### src/design/wbgs_pkg.sv
`default_nettype none

package wbgs_pkg;

    // Field widths of the channels and registers
    localparam int POS_W      = 32;
    localparam int VAL_W      = 32;
    localparam int CELL_W     = 8;
    localparam int CPM_W      = 32;
    localparam int SIZE_W     = 4;
    localparam int CFG_IDX_W  = 1;
    localparam int CFG_DATA_W = 32;

    // Register reset values
    localparam logic [CPM_W-1:0]  CPM_RESET  = 32'd65536;
    localparam logic [SIZE_W-1:0] SIZE_RESET = 4'd8;

    typedef enum logic {
        OP_WRITE  = 1'b0,
        OP_SAMPLE = 1'b1
    } op_t;

    typedef enum logic [CFG_IDX_W-1:0] {
        REG_CELLS_PER_METRE = 1'b0,
        REG_SIZE_LOG2       = 1'b1
    } cfg_idx_t;

endpackage

`default_nettype wire

### src/design/wbgs_front.sv
`default_nettype none

module wbgs_front
    import wbgs_pkg::*;
#(
    parameter int GRID_SIDE_MAX = 256,
    parameter int FRAC_BITS     = 16
)
(
    input  wire logic                     clk,
    input  wire logic                     rst_n,
    input  wire logic                     cfg_valid,
    output logic                          cfg_ready,
    input  wire logic [CFG_IDX_W-1:0]     cfg_index,
    input  wire logic [CFG_DATA_W-1:0]    cfg_data,
    input  wire logic                     in_valid,
    output logic                          in_stall,
    input  wire logic                     opcode,
    input  wire logic signed [POS_W-1:0]  x_pos,
    input  wire logic signed [POS_W-1:0]  y_pos,
    input  wire logic [CELL_W-1:0]        cell_row,
    input  wire logic [CELL_W-1:0]        cell_col,
    input  wire logic signed [VAL_W-1:0]  cell_value,
    output logic                          q_push,
    output logic [1 + 2 + 4 * (((($clog2(GRID_SIDE_MAX + 1) - 2) > 0) ?
                  2 * ($clog2(GRID_SIDE_MAX + 1) - 2) : 1))
                  + 2 * FRAC_BITS + VAL_W - 1:0] q_data,
    input  wire logic                     q_ready
);

    localparam int IDX_W      = $clog2(GRID_SIDE_MAX + 1) - 1;
    localparam int HALF_W     = IDX_W - 1;
    localparam int BANK_AW    = (HALF_W > 0) ? 2 * HALF_W : 1;
    localparam int SIDE       = 1 << IDX_W;
    localparam int ADDR_TMP_W = 2 * IDX_W + 1;
    localparam int KEEP_W     = FRAC_BITS + IDX_W;
    localparam int MUL_W      = POS_W + CPM_W + 1;
    localparam logic [SIZE_W-1:0] K_MAX = SIZE_W'(IDX_W);

    // Configuration registers
    logic [CPM_W-1:0]  cpm_reg, cpm_next;
    logic [SIZE_W-1:0] size_reg, size_next;

    // Input stage: scaled positions with the low fraction bits dropped
    logic              f1_valid_reg, f1_valid_next;
    op_t               f1_op_reg;
    logic [KEEP_W-1:0] f1_px_reg, f1_py_reg;
    logic [CELL_W-1:0] f1_row_reg, f1_col_reg;
    logic [VAL_W-1:0]  f1_value_reg;

    logic signed [MUL_W-1:0] px_full, py_full;
    logic                    f1_load;
    logic                    need_push;
    logic                    wr_ok;

    logic [SIZE_W-1:0]    k_eff;
    logic [IDX_W-1:0]     imask;
    logic [IDX_W-1:0]     i0, i1, j0, j1;
    logic [IDX_W-1:0]     row_w, col_w;
    logic [FRAC_BITS-1:0] fx, fy;
    logic [1:0]           sel;
    logic [BANK_AW-1:0]   addr [4];

    function automatic logic [BANK_AW-1:0] bank_addr(
        input logic [IDX_W-1:0] r,
        input logic [IDX_W-1:0] c
    );
        logic [ADDR_TMP_W-1:0] rr;
        logic [ADDR_TMP_W-1:0] cc;
        rr = ADDR_TMP_W'(r) >> 1;
        cc = ADDR_TMP_W'(c) >> 1;
        return BANK_AW'((rr << HALF_W) | cc);
    endfunction

    assign cfg_ready = 1'b1;

    always_comb
    begin
        cpm_next  = cpm_reg;
        size_next = size_reg;
        if (cfg_valid)
        begin
            unique case (cfg_idx_t'(cfg_index))
                REG_CELLS_PER_METRE: cpm_next  = cfg_data[CPM_W-1:0];
                REG_SIZE_LOG2:       size_next = cfg_data[SIZE_W-1:0];
                default:             cpm_next  = cpm_reg;
            endcase
        end
    end

    always_ff @(posedge clk or negedge rst_n)
    begin
        if (!rst_n)
        begin
            cpm_reg  <= CPM_RESET;
            size_reg <= SIZE_RESET;
        end
        else
        begin
            cpm_reg  <= cpm_next;
            size_reg <= size_next;
        end
    end

    // Scale both positions into grid units at the input
    assign px_full = $signed(x_pos) * $signed({1'b0, cpm_reg});
    assign py_full = $signed(y_pos) * $signed({1'b0, cpm_reg});

    assign in_stall      = f1_valid_reg && need_push && !q_ready;
    assign f1_load       = in_valid && !in_stall;
    assign f1_valid_next = in_stall ? 1'b1 : in_valid;

    always_ff @(posedge clk or negedge rst_n)
    begin
        if (!rst_n)
        begin
            f1_valid_reg <= 1'b0;
        end
        else
        begin
            f1_valid_reg <= f1_valid_next;
        end
    end

    always_ff @(posedge clk)
    begin
        if (f1_load)
        begin
            f1_op_reg    <= op_t'(opcode);
            f1_px_reg    <= px_full[FRAC_BITS +: KEEP_W];
            f1_py_reg    <= py_full[FRAC_BITS +: KEEP_W];
            f1_row_reg   <= cell_row;
            f1_col_reg   <= cell_col;
            f1_value_reg <= cell_value;
        end
    end

    // Classify: wrap the indices, pick the bank of each neighbor
    always_comb
    begin
        if (size_reg == '0)
        begin
            k_eff = SIZE_W'(1);
        end
        else if (size_reg > K_MAX)
        begin
            k_eff = K_MAX;
        end
        else
        begin
            k_eff = size_reg;
        end
        imask = IDX_W'(({{IDX_W{1'b0}}, 1'b1} << k_eff) - 1'b1);

        i0 = f1_px_reg[FRAC_BITS +: IDX_W] & imask;
        j0 = f1_py_reg[FRAC_BITS +: IDX_W] & imask;
        i1 = IDX_W'(i0 + 1'b1) & imask;
        j1 = IDX_W'(j0 + 1'b1) & imask;
        fx = f1_px_reg[FRAC_BITS-1:0];
        fy = f1_py_reg[FRAC_BITS-1:0];

        row_w = IDX_W'(f1_row_reg);
        col_w = IDX_W'(f1_col_reg);
        wr_ok = (32'(f1_row_reg) < 32'(SIDE)) && (32'(f1_col_reg) < 32'(SIDE));

        if (f1_op_reg == OP_SAMPLE)
        begin
            sel = {i0[0], j0[0]};
            for (int b = 0; b < 4; b++)
            begin
                addr[b] = bank_addr((i0[0] == 1'(b >> 1)) ? i0 : i1,
                                    (j0[0] == 1'(b))      ? j0 : j1);
            end
        end
        else
        begin
            sel = {row_w[0], col_w[0]};
            for (int b = 0; b < 4; b++)
            begin
                addr[b] = bank_addr(row_w, col_w);
            end
        end
    end

    // Drop writes that fall outside the stored grid
    assign need_push = (f1_op_reg == OP_SAMPLE) || wr_ok;
    assign q_push    = f1_valid_reg && need_push && q_ready;
    assign q_data    = {f1_op_reg, sel, addr[3], addr[2], addr[1], addr[0],
                        fx, fy, f1_value_reg};

endmodule

`default_nettype wire

### config.mk
export PLATFORM = sky130hd
export DESIGN_NAME = wbgs_front
export DESIGN_NICKNAME = d
export VERILOG_FILES = /design/src/design/wbgs_pkg.sv /design/src/design/wbgs_front.sv
export SDC_FILE = /design/constraint.sdc
export NUM_CORES = 2
export LEC_CHECK = 0
export ABC_AREA = 1
export BUFFER_PORTS_ARGS = -buffer_cell sky130_fd_sc_hd__buf_2
export CORE_ASPECT_RATIO = 1.5
export CORE_MARGIN = 2
export CORE_UTILIZATION = 44
export CTS_CLUSTER_SIZE = 24
export DETAILED_ROUTE_END_ITERATION = 6
export SKIP_CTS_REPAIR_TIMING = 1
export SLEW_MARGIN = 30
export SYNTH_ARGS = -nofsm -noshare
export SYNTH_HDL_FRONTEND = slang
export SYNTH_SLANG_ARGS = --single-unit
### constraint.sdc
create_clock -name clk -period 11.9 [get_ports clk]
set_input_delay 1.785 -clock clk [delete_from_list [all_inputs] [get_ports clk]]
set_output_delay 1.785 -clock clk [all_outputs]
set_load 0.03 [all_outputs]
# Word level (Yosys, flattened, before mapping)
# Index checks and enable logic that the tools add are counted.
op_classes:
  n_addsub: 3
  mux: 9
  n_mul: 2
  n_shift: 1
  magnitude_cmp: 1
  reduce_logical: 8
  n_bitwise: 10
ops:
  columns: ["op", "count"]
  rows:
  - ["multiplier 32 x 33 -> 40 bit", 2]
  - ["OR 14 x 7 -> 14 bit", 5]
  - ["two-way mux 56 bit", 1]
  - ["AND 8 bit", 4]
  - ["two-way mux 8 bit", 4]
  - ["adder 8 x 1 -> 8 bit, second input constant", 2]
  - ["two-way mux 4 bit", 2]
  - ["<< shifter 1 x 4 -> 8 bit, first input constant", 1]
  - ["subtractor 8 x 1 -> 8 bit, second input constant", 1]
  - ["> comparator 4 bit, second input constant", 1]
  - ["zero test 4 bit", 1]
  - ["AND reduction 2 bit", 2]
  - ["logical AND 1 bit", 3]
  - ["zero test 1 bit", 2]
  - ["two-way mux 2 bit", 1]
  - ["two-way mux 1 bit", 1]
  - ["inverter 1 bit", 1]
word_totals:
  output_inout_bits: 126
  wordCells: 43
  in_bits: 151
  ff_bits: 134

# Longest topological paths before layout
depth:
  ltp_word: 11
  depth_mapped: 35
  ltp_nobuf: 33

# Worst setup path after synthesis
# No wires, ideal clock.
synth_timing:
  kind: "input to register"
  start: "input port x_pos[11]"
  end: "register f1_px_reg[23] (data pin)"
  slack_ps: 3877
  path_stages: 25
  required_time_ps: 11648
  arrival_ps: 7771
  n_path_buf: 2
  setup_time_ps: 252
  cell_sequence: "clkbuf_1 > buf_1 > nand2_1 > fa_1 > fa_1 > fa_1 > inv_1 > fa_1 > fa_1 > fa_1 > fa_1 > inv_1 > fa_1 > inv_1 > ha_1 > nand2_1 > nor2_1 > inv_1 > nor2_1 > nand2_1 > or2_2 > nand3_1 > inv_1 > nand2_1 > nand2_1"
synth_via:
  elab_chain_len: 1
synth_lines:
  columns: ["element", "line_no", "rtl"]
  rows:
  - ["start: declaration", "wbgs_front.sv:19", "input wire logic signed [POS_W-1:0] x_pos,"]
  - ["multiplier 32 x 33 -> 40 bit", "wbgs_front.sv:106", "assign px_full = $signed(x_pos) * $signed({1'b0, cpm_reg});"]
  - ["net px_full[39]", "wbgs_front.sv:51", "logic signed [MUL_W-1:0] px_full, py_full;"]
  - ["end signal: assignment", "wbgs_front.sv:130", "f1_px_reg <= px_full[FRAC_BITS +: KEEP_W];"]
  - ["end: declaration", "wbgs_front.sv:47", "logic [KEEP_W-1:0] f1_px_reg, f1_py_reg;"]
# The timed path passes the listed nets, and every way through them passes these cells.
# A chain may end at the register's enable or synchronous reset.

# Worst setup path after layout
layout_timing:
  start: "input port x_pos[5]"
  end: "register f1_px_reg[22] (data pin)"
# Same word-level chain as after synthesis.

==> qor.yml <==
final_max_slew_viol_count: 0
drt.antenna.violating_nets: 0
antenna_found_initial: 9
overflow: 0
ys_ff_latch: 134
worst_ep_arrival_time_ps: 9210
core_sq_um: 123000
grt_pass1_vias: 46700
track_usage_pct: 27.7
rsz0062_at_grt: "false"
wl_per_cell_um: 19.8
clkTransAtPathRegs_ps: 70
crit_path_max_fanout: 32
initial_core_util_pct: 44.2
clockBufferDepth: 2
synth_flop_cell: "edfxtp_1"
critPathKind: "input port to flop"
skew_ps: 27.0
rows: 158
nets: 8649
hpwl_um: 131000
synth_cell_types: 52
dieArea_sq_um: 126000
hold_class: "flop to flop"
chipWidth_um: 291
yosys.area_share.simple_pct: 15.3
htreeDepth: 4
gp_congestion: 0.978
ctsRootBufferMaster: "clkbuf_16"
grt_pass1_wl_um: 264000
fillers: 12300
die_h_um: 435
area_growth_pct: 5.01
yosysMostFrequentCell: "inv_1"
tritoncts: "built"
insertion_delay_ps: 540
yosysTopAreaCellShare_pct: 46.0
wirelength_um: 169000
worst_pin_slew_ps: 986
hold_viol_final: 0
yosysTopAreaCell: "fa_1"
layout-drive-gt1-share_pct: 6.24
clock-sinks: 134
syn_inst: 6946
synthAdderAreaFrac_pct: 53.7
slew_headroom_pct: 34.3
port_buffers: 275
crit_path_end_kind: "flop"
firstDrtPassIters: 5
synth_top_cells_by_count: "2,353 x inv_1, 1,864 x nand2_1, 1,250 x fa_1"
fin_crit_sh_pct: 75.2
maxCapViolCount: 0
yosys-top-cells-area: "fa_1 46%, inv_1 16%, nand2_1 13%"
status: "completed"
routed-via-count: 42700
synth_area_sq_um: 54400
setup_viol: 0
worst_setup_path_start_kind: "input port"
synthXorXnorAreaFrac_pct: 1.46
fmaxAchievable_mhz: 112
ys_warn_count: 0
hold_ws_ps: 496
post_drt_via_cell_ratio: 5.01
ys_seq_area_share_pct: 7.06
setup-tns-final_ps: 0
synth_edf_count: 97
drt-initial-drc-count: 2776
synth_area_per_cell_sq_um: 7.83
synth-compound-area-share_pct: 2.53
remaining_drc_errors: 0
rrSetupSlack_ps: 3400
cp.required_ps: 12160
async_flop_share_pct: 27.6
period_needed_ps: 8950
synth_mux_area_share_pct: 0.518
cts_buffers: 17
grt_max_degree: 57
synth_top_family_by_area: "adder cells"
io_pins: 277
## placed cells by master, fill, tap and decap left out, types with 5 or more instances in the layout
cell / count
o21ai_1: 6
xnor2_1: 33
buf_4: 57
mux2_2: 25
o21bai_1: 5
xor2_1: 56
o221ai_1: 8
ha_1: 335
a21o_1: 6
buf_2: 274
o21a_1: 11
dfrtp_2: 19
nand3b_1: 7
nand2_1: 1863
a21oi_1: 91
clkbuf_16: 17
diode_2: 7
dfrtp_1: 14
edfxtp_1: 97
inv_1: 2353
nand4_1: 22
o211ai_1: 7
a31oi_1: 20
nor3_1: 16
fa_1: 1250
nor2_1: 122
nor4_1: 5
o21ai_0: 72
nand3_1: 79
## worst max-delay path, stage by stage
cell and delay [ps]:
buf_2 690, nand2_1 180, fa_1 590, inv_1 60, fa_1 490, inv_1 50, fa_1 490, inv_1 50
fa_1 480, fa_1 520, inv_1 60, fa_1 580, fa_1 450, fa_1 500, inv_1 40, ha_1 430
inv_1 160, nor3_1 690, nand2_1 170, nor3_1 340, nand3_1 120, nand3_1 130, xor2_1 80
## layer usage
layer  vias to the layer above  global-route usage, %  wire length (um)
li1                      19000                      -                 -
met1                     21700                   32.1             62200
met2                      1579                   50.3             86800
met3                       439                   3.40              9950
met4                         4                   14.4              9570
met5                         -                      0                23
## kinds of logic after synthesis
group | count (synthesis)
adders and majority gates | 1585
and+or+nand+nor | 2132
muxes | 25
other | 1
buffers and inverters | 2740
xor gates and xnor gates | 90
DFF | 134
AOI/OAI and AO/OA | 239
## path summary, 6_finish.rpt
| path | startpoint | to | depth (start not counted) |
|---|---|---|---|
| hold reg to reg | size_reg[0]$_DFFE_PN0P_ | size_reg[0]$_DFFE_PN0P_ | 2 |
| setup / recovery | x_pos[5] | f1_px_reg[22]$_DFFE_PP_ | 23 |
| max in group asynchronous | rst_n | cpm_reg[8]$_DFFE_PN0P_ | 1 |
| hold / removal | size_reg[0]$_DFFE_PN0P_ | size_reg[0]$_DFFE_PN0P_ | 2 |
| setup reg to reg | cpm_reg[16]$_DFFE_PN1P_ | f1_px_reg[22]$_DFFE_PP_ | 21 |
| min in group asynchronous | rst_n | cpm_reg[29]$_DFFE_PN0P_ | 1 |
## layout make-up
cell class / instances / area (sq um) / area share [%]
Inverter: 2356 / 8840 / 15.5
Tap cell: 1600 / 2000 / 3.51
Sequential cell: 134 / 3870 / 6.78
Multi-Input combinational cell: 4073 / 40000 / 70.0
Antenna cell: 7 / 17.5 / 0.0307
Timing Repair Buffer: 331 / 1800 / 3.15
Clock inverter: 14 / 150 / 0.263
Clock buffer: 18 / 429 / 0.752
## per-stage QoR
step / setup slack, ps / cells / cell area (sq um) / utilization [%]
floorplan: 3880 / 6947 / 54400 / -
global placement: 2520 / 8494 / 56500 / 45.9
detailed placement: 2510 / 8494 / 56500 / 45.9
CTS: 3080 / 8526 / 57100 / 46.3
global route: 2670 / 8528 / 57100 / 46.4
finish: 2950 / 8533 / 57100 / 46.4
Power is left out: the tool's default activity adds up to more than one toggle a clock period on the data nets, which glitch-free logic cannot reach.
