[src/design/wbgs_queue.sv]
`default_nettype none

module wbgs_queue
#(
    parameter int WIDTH = 8,
    parameter int DEPTH = 4
)
(
    input  wire logic             clk,
    input  wire logic             rst_n,
    input  wire logic             push,
    input  wire logic [WIDTH-1:0] push_data,
    output logic                  push_ready,
    input  wire logic             pop,
    output logic      [WIDTH-1:0] pop_data,
    output logic                  pop_valid
);

    localparam int PTR_W = (DEPTH > 1) ? $clog2(DEPTH) : 1;
    localparam int CNT_W = $clog2(DEPTH + 1);
    localparam logic [PTR_W-1:0] PTR_LAST = PTR_W'(DEPTH - 1);
    localparam logic [CNT_W-1:0] CNT_FULL = CNT_W'(DEPTH);

    logic [WIDTH-1:0] slot_reg [DEPTH];
    logic [PTR_W-1:0] wr_ptr_reg, wr_ptr_next;
    logic [PTR_W-1:0] rd_ptr_reg, rd_ptr_next;
    logic [CNT_W-1:0] count_reg, count_next;

    assign push_ready = (count_reg != CNT_FULL);
    assign pop_valid  = (count_reg != '0);
    assign pop_data   = slot_reg[rd_ptr_reg];

    always_comb
    begin
        wr_ptr_next = wr_ptr_reg;
        rd_ptr_next = rd_ptr_reg;
        count_next  = count_reg;
        if (push)
        begin
            wr_ptr_next = (wr_ptr_reg == PTR_LAST) ? '0 : wr_ptr_reg + 1'b1;
        end
        if (pop)
        begin
            rd_ptr_next = (rd_ptr_reg == PTR_LAST) ? '0 : rd_ptr_reg + 1'b1;
        end
        unique case ({push, pop})
            2'b10:   count_next = count_reg + 1'b1;
            2'b01:   count_next = count_reg - 1'b1;
            default: count_next = count_reg;
        endcase
    end

    always_ff @(posedge clk or negedge rst_n)
    begin
        if (!rst_n)
        begin
            wr_ptr_reg <= '0;
            rd_ptr_reg <= '0;
            count_reg  <= '0;
        end
        else
        begin
            wr_ptr_reg <= wr_ptr_next;
            rd_ptr_reg <= rd_ptr_next;
            count_reg  <= count_next;
        end
    end

    always_ff @(posedge clk)
    begin
        if (push)
        begin
            slot_reg[wr_ptr_reg] <= push_data;
        end
    end

endmodule

`default_nettype wire

[config.mk]
export PLATFORM = sky130hd
export DESIGN_NAME = wbgs_queue
export DESIGN_NICKNAME = d
export VERILOG_FILES = /design/src/design/wbgs_queue.sv
export SDC_FILE = /design/constraint.sdc
export NUM_CORES = 1
export LEC_CHECK = 0
export ABC_AREA = 1
export BUFFER_PORTS_ARGS = -buffer_cell sky130_fd_sc_hd__buf_2
export CORE_ASPECT_RATIO = 0.6
export CORE_MARGIN = 2
export CORE_UTILIZATION = 56
export DETAILED_ROUTE_END_ITERATION = 7
export PLACE_DENSITY = 0.87
export SYNTH_ARGS = -nofsm -noshare
export SYNTH_HDL_FRONTEND = slang
export SYNTH_SLANG_ARGS = --single-unit
export TNS_END_PERCENT = 5
[constraint.sdc]
create_clock -name clk -period 1.7 [get_ports clk]
set_input_delay 0.085 -clock clk [delete_from_list [all_inputs] [get_ports clk]]
set_output_delay 0.085 -clock clk [all_outputs]
set_load 0.005 [all_outputs]
Yosys cells after proc, flatten, opt, wreduce, memory -nomap -nowiden --
Memory sizes are Yosys's and may differ from the RTL's. Index checks and enable logic that the tools add are counted. W data, S select, Z words.
Storage, ports and cells: register bits after elaboration 7, bits in writable memories 32, input bits 12, output and inout bits 10, logic and storage cells 20, memories kept 1
Memories:
- slot_reg | depth 4, bits a word 8, rd ports 1, clocked after memory_dff 0, wr ports 1, line 24 | logic [WIDTH-1:0] slot_reg [DEPTH];
Operators by class: $add $sub $neg 4, eq/ne operators 5, muxes and demuxes 5, reductions and logical operators 2
Operators with widths (number):
- $eq A2 B2 Y1 const B | 3
- $pmux W3 S2 | 1
- $add A2 B1 Y2 const B | 2
- $mux W2 | 2
- $add A3 B1 Y3 const B | 1
- $ne A3 B3 Y1 const B | 1
- $reduce_bool A3 Y1 | 1
- $sub A3 B1 Y3 const B | 1
- $eq A2 B1 Y1 const B | 1
- $mux W1 | 2
- $reduce_bool A2 Y1 | 1

Logic depth before layout (Yosys ltp) --
Gate-level depths: netlist of run 1.
depth in word-level cells 2, mapped depth 10, mapped depth without buffers 9

Least setup slack after synthesis of run 1 --
OpenSTA, ideal clock, no wires.
path type input port to flip-flop, start point in push, end point reg count_reg[2], library setup time 0.117 ns, arrival 1.092 ns, required time 1.583 ns, path slack 0.491 ns, stages on the path 9, buffers on the path 1, path through buf_2 > inv_1 > ha_1 > inv_1 > fa_1 > nand2_1 > nand3_1 > nand2_1 > nand2_1
Between the ends: cells in the longest elaborated chain, start to end 2, elaborated cells on any way between the ends 4, classes of those cells eq/ne (2); mux (1); reduce/logical (1)
RTL lines:
- start: declaration | line 11 | input wire logic push,
- $eq A2 B1 Y1 / $eq A2 B2 Y1 (equally long branches) | line 46 | unique case ({push, pop})
- $pmux W3 S2 / $reduce_bool A2 Y1 (equally long branches)
- end signal: assignment | line 65 | count_reg <= count_next;
- end: declaration | line 27 | logic [CNT_W-1:0] count_reg, count_next;
Parallel ways exist; a longest one is shown, timed or not. A chain may end at the register's enable or synchronous reset.

Final worst setup path of run 1 --
start point reg rd_ptr_reg[1], end point out pop_data[4]
Between the ends: cells in the longest elaborated chain, start to end 1
RTL lines:
- start: declaration | line 26 | logic [PTR_W-1:0] rd_ptr_reg, rd_ptr_next;
- start signal: assignment | line 64 | rd_ptr_reg <= rd_ptr_next;
- $mem_v2 Z4 W8
- end: declaration | line 15 | output logic [WIDTH-1:0] pop_data,
No other way between the ends.

==> metrics.txt, run 1 <==
worst relative slew slack=slightly above 70%; final net count=approximately 190; Layout Skew=around 0.0066 ns; number of setup violations in the final report=0; register share of total power=between 40% and 50%; deepest level of the CTS H-tree=2; library cell with the largest summed area after synthesis=edfxtp_1; overall power of the completed layout=3.07 mW; kind of end point of the critical path=output port; number of buffers added by the clock tree synthesis step=5; area share of the largest cell type after synthesis=56.1%; final total negative setup slack=0 ns; n_diodes=0; CP Data Arrival Time=1.42 ns; source-to-sink clock delay at the later pin of the worst-skew pair=around 0.29 ns; Floorplan Core Area=2890 sq um; total power per unit cell area=1580 nW/um^2; I/O pin count=22; overall routing resource usage=19.8%; crit path launch type=register; clock group share of total power=a little under a quarter; Die Y-Extent=around 47 um; number of max-slew violations in the final report=0; post-synthesis async set-or-reset flop share=between 10% and 20%; vias per cell=between 5 and 6; buffer type at the clock tree root=clkbuf_8; worst-path fanout max=10; count of unique library cells instantiated by Yosys=17; iteration-0 DRC count of the detailed router=between 150 and 200; post-synthesis instance area=approximately 1700 sq um; number of hold-slack violations in the final timing report=0; number of buffer cells added on primary ports=21; library cell with the highest instance count after synthesis=nand2_1; logic gate share of total power=between 30% and 40%; gate count of the mapped netlist=146; type of the most critical hold path=in2reg; worst hold margin=0.0126 ns; worst endpoint required time=between 1.5 and 2 ns; routability-driven placement congestion ratio=approximately 0.75; remaining routing DRC violations=0; layout cell share with drive strength beyond 1=between 10% and 20%; Routed WL=~3100 um; Max Clock Freq=0.665 GHz; number of maximum-capacitance constraint violations=0; setup slack after placement=roughly 0.35 ns; synthesized net count=approximately 170; outcome=complete, no violations; Post-synth top cells=nand2_1 (36), edfxtp_1 (32), inv_1 (29), o211ai_1 (16), dfrtp_1 (7); initial standard-cell utilization of the core=a little under 60%; startpoint-to-endpoint class of the critical path=reg2out; worst vdd ir=approximately 890 uV; placement-stage cell area=~1800 sq um; setup repair after global routing missed its margin=false; flip-flop count of the largest register, all copies and words added=32; count of yosys warnings during synthesis=0; time the final worst path needs with I/O delays and setup=1.50 ns; top post-synthesis cells by area=edfxtp_1 (56%), dfrtp_1 (10%), nand2_1 (7.9%); Switching Power=1.02 mW; final worst path period share=approximately nine tenths; Die Footprint=between 3000 and 4000 sq um; flops & latches, synth=39; antenna violations before repair=0; sink count of the clock tree=39; ys flop type=edfxtp_1; CTS tree=yes; synthesized area divided by synthesized cell count=roughly 12 sq um; total vias in the final route=about 1100; post-CTS setup buffer count=0; global-route wire length before repair=~4700 um; Post-synth EDFFs=32; number of global-route vias before repair=between 1000 and 1500; antenna violation net count after detailed routing=0; largest net degree at the start of global routing=34; actual transition at the worst max-transition pin=0.420 ns; post-layout instance area=1940 sq um; fraction of power spent switching nets=between 30 and 40%; total grt overflow=0; worst-case setup margin in the final layout=about 0.20 ns; WL per Instance=between 10 and 15 um; part of the Yosys area used for sequential elements=between 60% and 70%; Row Count=15; area grow syn2layout=13.2%; cell internal power dissipation=between 2 and 2.5 mW; Leakage Power=0.872 nW; Die X=75.4 um; clock tree buffer depth=2; Reg clk slew, reported paths=0.07 ns; Pre-antenna DRT Iters=4; DPL Wire Length=2090 um
-- critical path, cell delays in order (launching register included) --
cell      delay (ns)
dfrtp_1         0.60
inv_2           0.19
o211ai_1        0.13
nand2_1         0.07
buf_2           0.13
-- power by group through the flow --
stage / Sequential (mW) / Combinational, mW / Clock, mW
after floorplan: 1.36 / 0.697 / 0
final: 1.41 / 0.921 / 0.737
after detailed placement: 1.42 / 0.932 / 0
after global routing: 1.43 / 1.06 / 0.785
after CTS: 1.40 / 0.935 / 0.736
after global placement: 1.40 / 0.842 / 0
-- final timing paths --
| check | startpoint | endpoint | slack (ns) | depth (start not counted) |
|---|---|---|---|---|
| min in group asynchronous | rst_n | rd_ptr_reg[1] | 0.15 | 2 |
| max in group asynchronous | rst_n | rd_ptr_reg[0] | 1.37 | 2 |
| max reg2reg | wr_ptr_reg[0] | slot_reg[0][7] | 0.34 | 4 |
| min | push_data[6] | slot_reg[0][6] | 0.01 | 1 |
| min reg2reg | count_reg[0] | count_reg[0] | 0.48 | 1 |
| max | rd_ptr_reg[1] | pop_data[4] | 0.20 | 4 |
-- placed cells by master (no fill, tap or decap), types with 3 or more instances in the layout --
master     n
nand2_1   36
edfxtp_1  32
inv_1     29
buf_2     21
o211ai_1  16
dfrtp_1    7
ha_1       6
o21ai_0    5
clkbuf_8   5
nand3_1    3
-- timing repair --
item | in CTS | in global routing
endpoints found under the setup margin | 0 | 7
endpoints found under the hold margin | 7 | 0
resized for setup | 0 | 2
hold buffers | 1 | 0
-- cells by family after synthesis --
logic type / Yosys count / share of synthesized area (%)
buf+inv: 36 / 9.50
flops: 39 / 66.3
fa+ha+maj: 7 / 5.55
simple gates: 41 / 9.35
xor+xnor: 1 / 0.511
compound gates: 22 / 8.77
-- area by class of cell --
cell class	count	area, sq um
Inverter	31	119
Timing Repair Buffer	22	115
Sequential cell	39	1140
Clock buffer	6	72.6
Clock inverter	1	30.0
Fill cell	219	951
Multi-Input combinational cell	71	414
Tap cell	42	52.6
-- per-layer routing --
metal / track usage, % / vias to the layer above / share of wire, %
met3: 8.15 / 4 / 5.7
li1: - / 533 / -
met4: 8.77 / 0 / 1.0
met1: 23.9 / 504 / 43
met2: 32.3 / 39 / 50
met5: 0 / - / 0
-- through the flow --
stage,cells,util (%)
floorplan,146,-
global placement,204,63.1
detailed placement,204,63.1
CTS,212,67.0
global route,212,67.1
finish,212,67.1
(Power assumes the default switching activity.)
==> run 2: changes to the inputs <==
--- a/config.mk
+++ b/config.mk
@@ -11,7 +11,7 @@
 export CORE_MARGIN = 2
 export CORE_UTILIZATION = 56
 export DETAILED_ROUTE_END_ITERATION = 7
-export PLACE_DENSITY = 0.87
+export PLACE_DENSITY = 0.76
 export SYNTH_ARGS = -nofsm -noshare
 export SYNTH_HDL_FRONTEND = slang
 export SYNTH_SLANG_ARGS = --single-unit
==> constraint.sdc (replaced) <==
create_clock -name clk -period 1.4 [get_ports clk]
set_input_delay 0.07 -clock clk [delete_from_list [all_inputs] [get_ports clk]]
set_output_delay 0.07 -clock clk [all_outputs]
set_load 0.005 [all_outputs]
==> run 2 against run 1 <==
Against the previous run:
- clock-buffer cell count up 1
- critical path depth up 2
- total power up 24%
- critical path type unchanged
- critical endpoint is now pop_data[3]
==> metrics.txt, run 2 (synthesized netlist as in run 1, its figures left out) <==
Die X=between 70 and 80 um; total vias in the final route=1118; number of buffers added by the clock tree synthesis step=5; top routing layer used=met4; kind of end point of the critical path=output port; DPL Wire Length=around 2100 um; overall routing resource usage=approximately a fifth; antenna violations before repair=0; I/O pin count=22; n_diodes=0; sink count of the clock tree=39; Worst Hold Endpoint=slot_reg[3][0]; time the final worst path needs with I/O delays and setup=~1.4 ns; clock group share of total power=a little under a fifth; vias per cell=between 4 and 5; post-layout instance area=about 2100 sq um; Max Clock Freq=around 0.72 GHz; crit path launch type=register; Floorplan Core Area=2890 sq um; clock tree buffer depth=2; Met3 Routed Length=192 um; slowest CP cell=dfrtp_1; WL per Instance=14.6 um; routability-driven placement congestion ratio=approximately 0.7; type of the most critical hold path=in2reg; final worst path period share=98.9%; post-layout util=just over 70%; commonest cells after routing, fill and taps aside=nand2_1 (35), edfxtp_1 (32), inv_1 (29); Die Footprint=roughly 3500 sq um; number of hold-slack violations in the final timing report=0; fraction of power spent switching nets=between 30% and 40%; Critical Path Most Common Cell=nand2_1; worst relative slew slack=79.0%; largest delay contributor family on the critical path=flip-flops; Die Y-Extent=~47 um; worst-path fanout max=13; setup repair after global routing missed its margin=true; Row Count=15; Hold Path Cell Cnt=1; Layout Skew=about 0.0043 ns; initial standard-cell utilization of the core=roughly three fifths; Switching Power=about 1.3 mW; worst endpoint required time=between 1 and 1.5 ns; post-CTS setup buffer count=0; antenna violation net count after detailed routing=0; area grow syn2layout=21.5%; largest net degree at the start of global routing=21; worst hold margin=approximately 0.0077 ns; flip-flop count of the largest register, all copies and words added=32; internal reg-to-reg setup slack=0.06 ns; number of buffer cells added on primary ports=21; number of maximum-capacitance constraint violations=0; overall power of the completed layout=3.79 mW; placement-stage cell area=roughly 1900 sq um; Leakage Power=0.933 nW; total grt overflow=0; length of routed met2 wiring=1590 um; commonest non-fill, non-tap cell in the layout=nand2_1; stage delay of the slowest cell on the critical path=0.42 ns; Routed WL=~3300 um; path depth of the worst reg2reg path=6; number of setup violations in the final report=0; deepest level of the CTS H-tree=2; total power per unit cell area=1820 nW/um^2; layout cell share with drive strength beyond 1=20.8%; remaining routing DRC violations=0; metal1 wirelength=about 1400 um; hold_sp=push_data[0]; logic gate share of total power=36.0%; Pre-antenna DRT Iters=4; iteration-0 DRC count of the detailed router=66; final net count=between 200 and 250; outcome=complete, no violations; critical register-to-register path startpoint=count_reg[0]; source-to-sink clock delay at the later pin of the worst-skew pair=~0.3 ns; final total negative setup slack=0 ns; actual transition at the worst max-transition pin=0.315 ns; CP Data Arrival Time=approximately 1.3 ns; worst vdd ir=974 uV; register share of total power=between 40% and 50%; startpoint-to-endpoint class of the critical path=reg2out; Crit Reg-Reg Endpoint=count_reg[2]; number of max-slew violations in the final report=0; number of global-route vias before repair=roughly 950; buffer type at the clock tree root=clkbuf_8; cell internal power dissipation=2.50 mW; Reg clk slew, reported paths=around 0.070 ns; global-route wire length before repair=around 4700 um; Buffers & Inverters on Critical Path=3; CTS tree=yes; critical-path cell list=inv_2 -> buf_6 -> nand2_1 -> o211ai_1 -> nand2_1 -> buf_2
-- run 2: how the worst max path moves through the flow --
stage / to / slack [ns] / start / depth (start not counted)
3_5_place_dp: count_reg[2] / 0.04 / count_reg[0] / 6
6_report: pop_data[3] / 0.02 / rd_ptr_reg[0] / 6
4_1_cts: pop_data[7] / 0.01 / rd_ptr_reg[0] / 6
3_3_place_gp: count_reg[2] / 0.16 / push / 9
5_1_grt: pop_data[7] / -0.08 / rd_ptr_reg[0] / 5
2_1_floorplan: count_reg[2] / 0.20 / count_reg[0] / 6
-- run 2: power groups by stage --
stage | Combinational (mW) | Sequential (mW) | Clock [mW]
floorplan | 0.846 | 1.65 | 0
global placement | 1.22 | 1.69 | 0
detailed placement | 1.29 | 1.71 | 0
global route | 1.54 | 1.72 | 0.772
CTS | 1.32 | 1.69 | 0.736
finish | 1.36 | 1.70 | 0.727
-- run 2: layout make-up --
type                            count  area [sq um]
Sequential cell                    39          1140
Clock inverter                      1          5.00
Multi-Input combinational cell     71           419
Clock buffer                        7          76.3
Tap cell                           42          52.6
Inverter                           31           116
Timing Repair Buffer               34           274
Fill cell                         210           810
-- run 2: worst reg2reg max path: stages, from the launching register on --
cell and delay (ns):
dfrtp_1 0.38, inv_1 0.11, fa_2 0.40, nand2_1 0.12, nand3_1 0.09, nand2_1 0.09
nand2_1 0.05
-- run 2: routing by layer --
metal,vias up,global-route usage (%)
met5,-,0
met4,0,7.37
li1,562,-
met1,518,25.7
met2,29,32.5
met3,9,9.23
-- run 2: repair_timing --
item | in CTS | in global routing
hold endpoints to repair | 26 | 4
cloned | 0 | 0
gates resized for setup | 2 | 5
setup endpoints to repair | 6 | 9
pin swaps | 0 | 3
hold buffers | 6 | 1
-- run 2: per-stage QoR --
stage                     setup WS, ns  instances
after detailed placement        0.0426        210
after global routing           -0.0831        225
after global placement           0.160        210
after CTS                       0.0134        224
after floorplan                  0.202        146
final                           0.0153        225
